<file path="src/design/ring_deque_indexed_insert_erase_assert.svh">
// Assertion helpers for the deque design file.
`ifndef RING_DEQUE_INDEXED_INSERT_ERASE_ASSERT_SVH
`define RING_DEQUE_INDEXED_INSERT_ERASE_ASSERT_SVH
`ifndef SYNTHESIS
// check on every edge out of reset
`define RDIE_ASSERT(lbl, prop, msg) \
  lbl: assert property (@(posedge clk) disable iff (!rst_n) prop) \
    else $error(msg);
// check on every edge, reset included
`define RDIE_ASSERT_ALWAYS(lbl, prop, msg) \
  lbl: assert property (@(posedge clk) prop) else $error(msg);
`else
`define RDIE_ASSERT(lbl, prop, msg)
`define RDIE_ASSERT_ALWAYS(lbl, prop, msg)
`endif
`endif

</file>
<file path="src/design/rdie_pkg.sv">
package rdie_pkg;

  localparam int AW    = 10;
  localparam int DEPTH = 1 << AW;
  localparam int CW    = AW + 1;
  localparam int DW    = 32;
  localparam int IN_W  = 48;
  localparam int OUT_W = 48;

  localparam logic [CW-1:0] FULL_COUNT = CW'(DEPTH);

  typedef enum logic [1:0] {
    OP_READ   = 2'd0,
    OP_INSERT = 2'd1,
    OP_ERASE  = 2'd2
  } op_t;

  typedef enum logic [1:0] {
    ST_OK    = 2'd0,
    ST_RANGE = 2'd1,
    ST_FULL  = 2'd2
  } status_t;

  typedef enum logic [2:0] {
    S_IDLE,
    S_EXEC,
    S_MOVE,
    S_DRAIN,
    S_RDWAIT,
    S_DONE
  } state_t;

  // one pending element move: destination slot of the word in flight
  typedef struct packed {
    logic          vld;
    logic [AW-1:0] addr;
  } move_t;

endpackage

</file>
<file path="src/design/rdie_cell.sv">
module rdie_cell (
  input  logic           clk,
  input  logic           rst_n,
  input  rdie_pkg::move_t tag_i,
  output rdie_pkg::move_t tag_o
);

  logic                    vld_r;
  logic [rdie_pkg::AW-1:0] addr_r;

  always_ff @(posedge clk) begin
    if (!rst_n) begin
      vld_r <= 1'b0;
    end else begin
      vld_r <= tag_i.vld;
    end
  end

  always_ff @(posedge clk) begin
    addr_r <= tag_i.addr;
  end

  assign tag_o.vld  = vld_r;
  assign tag_o.addr = addr_r;

endmodule

</file>
<file path="config.mk">
export PLATFORM = sky130hd
export DESIGN_NAME = rdie_cell
export DESIGN_NICKNAME = d
export VERILOG_FILES = /design/src/design/ring_deque_indexed_insert_erase_assert.svh /design/src/design/rdie_pkg.sv /design/src/design/rdie_cell.sv
export SDC_FILE = /design/constraint.sdc
export NUM_CORES = 1
export LEC_CHECK = 0
export BUFFER_PORTS_ARGS = -buffer_cell sky130_fd_sc_hd__buf_2
export CAP_MARGIN = 0
export CORE_AREA = 5 5 42 44
export DETAILED_ROUTE_END_ITERATION = 12
export DIE_AREA = 0 0 47 49
export GPL_TIMING_DRIVEN = 0
export PLACE_DENSITY = 0.55
export SYNTH_ARGS = -nofsm -noshare
export SYNTH_HDL_FRONTEND = slang
export SYNTH_SLANG_ARGS = --single-unit
</file>
<file path="constraint.sdc">
create_clock -name clk -period 1.21 [get_ports clk]
set_clock_uncertainty 0.2 [all_clocks]
set_input_delay 0.121 -clock clk [delete_from_list [all_inputs] [get_ports clk]]
set_output_delay 0.121 -clock clk [all_outputs]
set_load 0.01 [all_outputs]
</file>
==> results of run 1 <==
==> cell families (layout without fill, tap and decap cells) <==
kind of cell           Yosys count  after routing
flip-flops                      11             11
buffers and inverters            1             40
AND/OR/NAND/NOR                  1              1
==> through the flow <==
step | total power [W] | hold WS [ns] | area [µm²] | utilization (%) | std cells
floorplan | 0.000409 | -0.0513 | 234 | - | 13
global placement | 0.000448 | 0.0241 | 369 | 26.3 | 52
detailed placement | 0.000448 | 0.0246 | 369 | 26.3 | 52
CTS | 0.000709 | 0.281 | 515 | 36.8 | 68
global route | 0.000730 | 0.289 | 515 | 36.8 | 68
finish | 0.000700 | 0.286 | 515 | 36.8 | 68
==> cells in the final DEF, fill, tap and decap left out <==
cell and count:
sky130_fd_sc_hd__and2_1 1, sky130_fd_sc_hd__buf_2 23, sky130_fd_sc_hd__buf_4 1, sky130_fd_sc_hd__clkbuf_1 1, sky130_fd_sc_hd__clkbuf_4 3, sky130_fd_sc_hd__dfxtp_1 11
sky130_fd_sc_hd__dlygate4sd3_1 12
==> final cells by class <==
class                   count  area, µm²  area share, %
plain buffers               1       7.51           1.46
clock buffers               4       26.3           5.10
multi-input cells           1       6.26           1.21
flip-flops and latches     11        220           42.7
well taps                  16       20.0           3.88
repair buffers             35        235           45.6
==> worst paths after layout <==
path / from / to / slack [ns] / depth (start not counted)
min: tag_i[1] / addr_r[1]$_DFF_P_ / 0.29 / 2
max: vld_r$_SDFF_PN0_ / tag_o[10] / 0.09 / 2
==> layer usage <==
metal,global-route usage (%),vias to the layer above,part of all wire [%]
met3,3.32,2,21
met1,9.87,81,48
met4,5.53,0,0.71
met5,0,-,0
li1,-,116,-
met2,6.33,24,31
==> flip-flops by register name, indices dropped and copies added (netlist names) <==
signal	cells
vld_r	1
addr_r	10
==> power by group through the flow <==
stage	Combinational [W]	Clock (W)	Sequential, W
5_1_grt	0.0000881	0.000253	0.000389
3_3_place_gp	0.0000519	0	0.000396
2_1_floorplan	0.00000443	0	0.000404
3_5_place_dp	0.0000520	0	0.000396
6_report	0.0000808	0.000232	0.000387
4_1_cts	0.0000808	0.000241	0.000387
==> flow_summary.html, run 1 <==
<table>
<tr><th>Metric</th><th>Value</th></tr>
<tr><th colspan="2">Global route</th></tr>
<tr><td>Number of global-route vias before repair</td><td>222</td></tr>
<tr><td>Global router's overall resource usage</td><td>under 10%</td></tr>
<tr><td>Pin count of the biggest net entering global routing</td><td>7</td></tr>
<tr><td>Global-route wire length before repair</td><td>~970 µm</td></tr>
<tr><td>Antenna violations before repair</td><td>0</td></tr>
<tr><td>GRT Residual Overflow</td><td>0</td></tr>
<tr><th colspan="2">Timing</th></tr>
<tr><td>Part of the cycle the worst path needs</td><td>92.6%</td></tr>
<tr><td>Worst-margin pin slew</td><td>~0.065 ns</td></tr>
<tr><td>Number of pins with negative max-slew slack in the final report</td><td>0</td></tr>
<tr><td>Number of endpoints with negative hold slack in the final report</td><td>0</td></tr>
<tr><td>Fmax</td><td>between 800 and 900 MHz</td></tr>
<tr><td>Final worst setup slack</td><td>0.0894 ns</td></tr>
<tr><td>Final setup fails</td><td>0</td></tr>
<tr><td>Setup total negative slack</td><td>0 ns</td></tr>
<tr><td>Final period demand of the worst path</td><td>1.12 ns</td></tr>
<tr><td>Unrepaired setup endpoints after global routing</td><td>false</td></tr>
<tr><td>Normalized max-slew margin</td><td>95.7%</td></tr>
<tr><th colspan="2">Clocking</th></tr>
<tr><td>Post-CTS sizing</td><td>0</td></tr>
<tr><td>Maximum buffer depth of the clock tree</td><td>2</td></tr>
<tr><td>Number of levels in the clock H-tree</td><td>1</td></tr>
<tr><td>Root buffer cell</td><td>sky130_fd_sc_hd__clkbuf_4</td></tr>
<tr><td>Cts bufs inserted</td><td>3</td></tr>
<tr><td>Number of setup buffers added after CTS</td><td>0</td></tr>
<tr><td>Post-cts hold buffer count</td><td>12</td></tr>
<tr><td>Clock-pin slew reported for the worst setup and hold paths after clock tree synthesis</td><td>approximately 0.06 ns</td></tr>
<tr><td>TritonCTS clock tree</td><td>done</td></tr>
<tr><td>Sink count of the clock tree</td><td>11</td></tr>
<tr><th colspan="2">Floorplan</th></tr>
<tr><td>Top-level port count</td><td>24</td></tr>
<tr><td>Effective utilization at floorplan</td><td>between 10% and 20%</td></tr>
<tr><td>Row cnt</td><td>14</td></tr>
<tr><td>Total die area</td><td>2300 µm²</td></tr>
<tr><td>Die extent in y</td><td>between 40 and 50 µm</td></tr>
<tr><td>Core box area</td><td>between 1000 and 1500 µm²</td></tr>
<tr><td>X dimension of the die</td><td>between 40 and 50 µm</td></tr>
<tr><th colspan="2">Synth</th></tr>
<tr><td>Number of flip-flops and latches in the synthesized netlist</td><td>11</td></tr>
<tr><td>Area share of the leading cell type in the synthesized netlist</td><td>a little over nine tenths</td></tr>
<tr><td>Post-synth top area cell</td><td>sky130_fd_sc_hd__dfxtp_1</td></tr>
<tr><td>Synth Area in Simple Gates</td><td>approximately 2.7%</td></tr>
<tr><td>Number of distinct library cells after synthesis</td><td>3</td></tr>
<tr><td>Cell types with the highest counts after synthesis</td><td>sky130_fd_sc_hd__dfxtp_1, sky130_fd_sc_hd__and2_1, sky130_fd_sc_hd__buf_4</td></tr>
<tr><td>Area share of fa/ha/maj cells after synthesis</td><td>0%</td></tr>
<tr><td>Sequential cell area fraction in the yosys report</td><td>about 94%</td></tr>
<tr><td>Ys Warns</td><td>0</td></tr>
<tr><td>Synthesized netlist cell count</td><td>13</td></tr>
<tr><td>Most frequently used flop master after synthesis</td><td>sky130_fd_sc_hd__dfxtp_1</td></tr>
<tr><td>Number of enable-type register cells in the synthesized netlist</td><td>0</td></tr>
<tr><td>Mux contribution to synthesized area</td><td>0%</td></tr>
<tr><td>Leading cell types by total area after synthesis</td><td>sky130_fd_sc_hd__dfxtp_1, sky130_fd_sc_hd__buf_4, sky130_fd_sc_hd__and2_1</td></tr>
<tr><td>Synthesized area</td><td>234 µm²</td></tr>
<tr><td>Xor-xnor portion of the synthesized cell area</td><td>0%</td></tr>
<tr><td>Net count of the mapped netlist</td><td>26</td></tr>
<tr><td>Dominant combinational cell family by area after synthesis</td><td>buffers and inverters</td></tr>
<tr><td>Asr flop ratio synth</td><td>0%</td></tr>
<tr><td>Share of the synthesized area in compound gates (AO/OA/AOI/OAI)</td><td>0%</td></tr>
<tr><td>Synthesized area divided by synthesized cell count</td><td>between 15 and 20 µm²</td></tr>
<tr><td>Cell with the most instances after synthesis</td><td>sky130_fd_sc_hd__dfxtp_1</td></tr>
<tr><th colspan="2">Power and ir drop</th></tr>
<tr><td>Sequential Power Share</td><td>around 55%</td></tr>
<tr><td>Comb power frac</td><td>a little under an eighth</td></tr>
<tr><td>Clock share of power</td><td>between 30% and 40%</td></tr>
<tr><td>Total leakage power</td><td>0.257 nW</td></tr>
<tr><td>Cell area power density</td><td>approximately 1400 nW/µm²</td></tr>
<tr><td>Cell internal power dissipation</td><td>approximately 0.00056 W</td></tr>
<tr><td>Share of total power consumed by net switching</td><td>a little under 20%</td></tr>
<tr><td>Switching power total</td><td>around 0.00014 W</td></tr>
<tr><td>Worst IR Drop VDD</td><td>around 550 µV</td></tr>
<tr><th colspan="2">Hold path</th></tr>
<tr><td>Hold Path Class</td><td>input pin to flip-flop</td></tr>
<tr><th colspan="2">Critical path</th></tr>
<tr><td>Crit path arrival time</td><td>around 0.8 ns</td></tr>
<tr><td>Critical Path, Cell by Cell</td><td>buf_4, buf_2</td></tr>
<tr><td>Largest fanout on the critical path</td><td>1</td></tr>
<tr><td>Worst Path Buf+Inv</td><td>2</td></tr>
<tr><td>Sort of element at the start of the critical path</td><td>flip-flop</td></tr>
<tr><td>Slowest cell on the critical path</td><td>sky130_fd_sc_hd__dfxtp_1</td></tr>
<tr><td>Type of destination of the critical path</td><td>primary output</td></tr>
<tr><td>Crit path max-delay family</td><td>flip-flops</td></tr>
<tr><td>Critical path type</td><td>flip-flop to primary output</td></tr>
<tr><td>Largest stage delay on the critical path</td><td>approximately 0.30 ns</td></tr>
<tr><td>Required time at the worst-slack endpoint</td><td>a little under 0.9 ns</td></tr>
<tr><th colspan="2">Route</th></tr>
<tr><td>Post-DR wirelength/cell</td><td>~10 µm</td></tr>
<tr><td>Number of nets still failing antenna checks after routing</td><td>0</td></tr>
<tr><td>DRC Markers</td><td>0</td></tr>
<tr><td>Length of the first detailed-routing pass in iterations</td><td>2</td></tr>
<tr><td>Routed via count divided by cell count</td><td>3.28</td></tr>
<tr><td>Via count</td><td>~220</td></tr>
<tr><td>Final wirelength</td><td>roughly 700 µm</td></tr>
<tr><td>Number of DRC markers in iteration 0</td><td>2</td></tr>
<tr><th colspan="2">Place</th></tr>
<tr><td>Port Buffers</td><td>23</td></tr>
<tr><td>Placer Congestion</td><td>a little over 0.6</td></tr>
<tr><td>Post-Place Setup Slack</td><td>between 0.3 and 0.4 ns</td></tr>
<tr><th colspan="2">Status</th></tr>
<tr><td>Status</td><td>completed</td></tr>
<tr><th colspan="2">Final layout</th></tr>
<tr><td>Number of fillers in the final layout</td><td>137</td></tr>
<tr><td>Number of nets in the finished design</td><td>66</td></tr>
<tr><td>Area growth, synth to finish</td><td>120%</td></tr>
<tr><td>Share of final-layout standard cells stronger than drive strength 1</td><td>51.9%</td></tr>
<tr><td>Antenna cell count</td><td>0</td></tr>
<tr><th colspan="2">Flow run</th></tr>
<tr><td>Max-cap violations</td><td>0</td></tr>
</table>
Power figures use the tool's default switching activity.
==> run 2, diff against run 1 <==
BUFFER_PORTS_ARGS = unset   (was -buffer_cell sky130_fd_sc_hd__buf_2)
DONT_BUFFER_PORTS = 1   (was unset)
PLACE_DENSITY = 0.39   (was 0.55)
==> flow_summary.html, run 2 (same netlist as run 1, synthesis figures left out) <==
<table>
<tr><th>Metric</th><th>Value</th></tr>
<tr><th colspan="2">Status</th></tr>
<tr><td>Status</td><td>completed</td></tr>
<tr><th colspan="2">Critical path</th></tr>
<tr><td>Sort of element at the start of the critical path</td><td>flip-flop</td></tr>
<tr><td>Largest stage delay on the critical path</td><td>0.30 ns (about the same)</td></tr>
<tr><td>Slowest cell on the critical path</td><td>sky130_fd_sc_hd__dfxtp_1</td></tr>
<tr><td>Type of destination of the critical path</td><td>primary output</td></tr>
<tr><td>Crit path max-delay family</td><td>flip-flops</td></tr>
<tr><td>Crit path arrival time</td><td>0.69 ns (-0.11 ns)</td></tr>
<tr><td>Largest fanout on the critical path</td><td>1 (unchanged)</td></tr>
<tr><td>Worst Path Buf+Inv</td><td>1 (-1)</td></tr>
<tr><td>Critical path type</td><td>flip-flop to primary output</td></tr>
<tr><td>Required time at the worst-slack endpoint</td><td>0.89 ns (about the same)</td></tr>
<tr><td>Critical Path, Cell by Cell</td><td>buf_4</td></tr>
<tr><th colspan="2">Floorplan</th></tr>
<tr><td>X dimension of the die</td><td>47 µm (unchanged)</td></tr>
<tr><td>Top-level port count</td><td>24 (unchanged)</td></tr>
<tr><td>Total die area</td><td>2300 µm² (unchanged)</td></tr>
<tr><td>Core box area</td><td>1400 µm² (unchanged)</td></tr>
<tr><td>Die extent in y</td><td>49 µm (unchanged)</td></tr>
<tr><td>Effective utilization at floorplan</td><td>16.7% (unchanged)</td></tr>
<tr><td>Row cnt</td><td>14 (unchanged)</td></tr>
<tr><th colspan="2">Final layout</th></tr>
<tr><td>Number of fillers in the final layout</td><td>149 (+8.8%)</td></tr>
<tr><td>Regs by FF count</td><td>addr_r x10, vld_r x1</td></tr>
<tr><td>Flip-flop count of the largest register, all copies and words added</td><td>10 (unchanged)</td></tr>
<tr><td>Final standard cell utilization of the core</td><td>28.6% (-8.2 points)</td></tr>
<tr><td>Most common cell after layout, fill and taps aside</td><td>sky130_fd_sc_hd__dlygate4sd3_1</td></tr>
<tr><td>Register ranked first by flip-flop count</td><td>addr_r</td></tr>
<tr><td>Total area of sequential cells</td><td>220 µm² (unchanged)</td></tr>
<tr><td>Area taken by multi-input logic gates</td><td>6.26 µm² (unchanged)</td></tr>
<tr><td>Non-filler cells, final</td><td>45 (-34%)</td></tr>
<tr><td>Number of nets in the finished design</td><td>43 (-35%)</td></tr>
<tr><td>Top library cells by usage in the layout, fill and taps aside</td><td>sky130_fd_sc_hd__dlygate4sd3_1, sky130_fd_sc_hd__dfxtp_1, sky130_fd_sc_hd__clkbuf_4</td></tr>
<tr><td>Final standard cell area without fillers</td><td>400 µm² (-22%)</td></tr>
<tr><td>Area growth, synth to finish</td><td>71.1%</td></tr>
<tr><td>Antenna cell count</td><td>0 (unchanged)</td></tr>
<tr><td>Share of final-layout standard cells stronger than drive strength 1</td><td>13.8% (-38 points)</td></tr>
<tr><th colspan="2">Place</th></tr>
<tr><td>Dpl cells</td><td>29 (-44%)</td></tr>
<tr><td>Port Buffers</td><td>0 (-100%)</td></tr>
<tr><td>Placer Congestion</td><td>0.544 (-12%)</td></tr>
<tr><td>Instance area at placement</td><td>254 µm² (-31%)</td></tr>
<tr><th colspan="2">Timing</th></tr>
<tr><td>Number of pins with negative max-slew slack in the final report</td><td>0 (unchanged)</td></tr>
<tr><td>Final setup fails</td><td>0 (unchanged)</td></tr>
<tr><td>Unrepaired setup endpoints after global routing</td><td>false</td></tr>
<tr><td>Final period demand of the worst path</td><td>1.01 ns (-0.114 ns)</td></tr>
<tr><td>Normalized max-slew margin</td><td>90.6% (-5.1 points)</td></tr>
<tr><td>Part of the cycle the worst path needs</td><td>83.2% (-9.4 points)</td></tr>
<tr><td>Worst-margin pin slew</td><td>0.141 ns (+0.0767 ns)</td></tr>
<tr><td>Number of endpoints with negative hold slack in the final report</td><td>0 (unchanged)</td></tr>
<tr><td>Fmax</td><td>993 MHz (+11%)</td></tr>
<tr><td>Setup total negative slack</td><td>0 ns (unchanged)</td></tr>
<tr><th colspan="2">Route</th></tr>
<tr><td>Length of the first detailed-routing pass in iterations</td><td>1 (-1)</td></tr>
<tr><td>Final wirelength</td><td>493 µm (-30%)</td></tr>
<tr><td>Post-DR wirelength/cell</td><td>11.0 µm (+5.8%)</td></tr>
<tr><td>DRC Markers</td><td>0 (unchanged)</td></tr>
<tr><td>Routed via count divided by cell count</td><td>3.47 (+5.7%)</td></tr>
<tr><td>Number of nets still failing antenna checks after routing</td><td>0 (unchanged)</td></tr>
<tr><td>Number of DRC markers in iteration 0</td><td>0 (-2)</td></tr>
<tr><td>Via count</td><td>156 (-30%)</td></tr>
<tr><th colspan="2">Power and ir drop</th></tr>
<tr><td>Total leakage power</td><td>0.166 nW (-36%)</td></tr>
<tr><td>Worst IR Drop VDD</td><td>622 µV (+12%)</td></tr>
<tr><td>Cell area power density</td><td>1660 nW/µm² (+22%)</td></tr>
<tr><th colspan="2">Global route</th></tr>
<tr><td>Global-route wire length before repair</td><td>662 µm (-31%)</td></tr>
<tr><td>Antenna violations before repair</td><td>0 (unchanged)</td></tr>
<tr><td>GRT Residual Overflow</td><td>0 (unchanged)</td></tr>
<tr><td>Pin count of the biggest net entering global routing</td><td>7 (unchanged)</td></tr>
<tr><td>Global router's overall resource usage</td><td>4.95% (-1.6 points)</td></tr>
<tr><td>Number of global-route vias before repair</td><td>166 (-25%)</td></tr>
<tr><th colspan="2">Flow run</th></tr>
<tr><td>Max-cap violations</td><td>0 (unchanged)</td></tr>
<tr><th colspan="2">Clocking</th></tr>
<tr><td>Root buffer cell</td><td>sky130_fd_sc_hd__clkbuf_4</td></tr>
<tr><td>Sink count of the clock tree</td><td>11 (unchanged)</td></tr>
<tr><td>Cts bufs inserted</td><td>3 (unchanged)</td></tr>
<tr><td>Clock-pin slew reported for the worst setup and hold paths after clock tree synthesis</td><td>0.06 ns (about the same)</td></tr>
<tr><td>TritonCTS clock tree</td><td>done</td></tr>
<tr><td>Post-CTS sizing</td><td>0 (unchanged)</td></tr>
<tr><td>Number of levels in the clock H-tree</td><td>1 (unchanged)</td></tr>
<tr><td>Maximum buffer depth of the clock tree</td><td>2 (unchanged)</td></tr>
<tr><th colspan="2">Hold path</th></tr>
<tr><td>Hold Path Class</td><td>input pin to flip-flop</td></tr>
</table>
run 2: per-layer routing:
metal,vias to the layer above,GRT usage [%],routed length [µm]
li1,70,-,-
met5,-,0,0
met4,0,2.76,9
met1,62,2.00,121
met3,3,9.23,163
met2,21,6.79,199
run 2: per-stage QoR:
stage	hold WS, ns	setup slack (ns)	total power [W]
floorplan	-0.0513	0.488	0.000409
global placement	-0.0512	0.482	0.000413
detailed placement	-0.0512	0.484	0.000412
CTS	0.199	0.190	0.000677
global route	0.183	0.158	0.000711
finish	0.208	0.203	0.000664
run 2: power breakdown:
group | switching, W | leakage, nW | internal, W | total, W
Combinational | 0.00000604 | 0.0579 | 0.0000283 | 0.0000344
Sequential | 0.0000164 | 0.0927 | 0.000382 | 0.000398
Clock | 0.000104 | 0.0150 | 0.000127 | 0.000231
run 2: path summary, 6_finish.rpt:
check,start,end,cells past startpoint
setup / recovery,vld_r$_SDFF_PN0_,tag_o[10],1
hold / removal,tag_i[3],addr_r[3]$_DFF_P_,1
run 2: final cells by class:
cell class	count	share of cell area, %
Sequential cell	11	55.0
Timing Repair Buffer	12	30.0
Clock buffer	4	6.56
Tap cell	16	5.00
Buffer	1	1.88
Multi-Input combinational cell	1	1.56
run 2: what timing repair did:
| item | CTS | global route |
|---|---|---|
| buffers inserted | 0 | 0 |
| hold buffers | 12 | 0 |
| hold endpoints to repair | 11 | 0 |
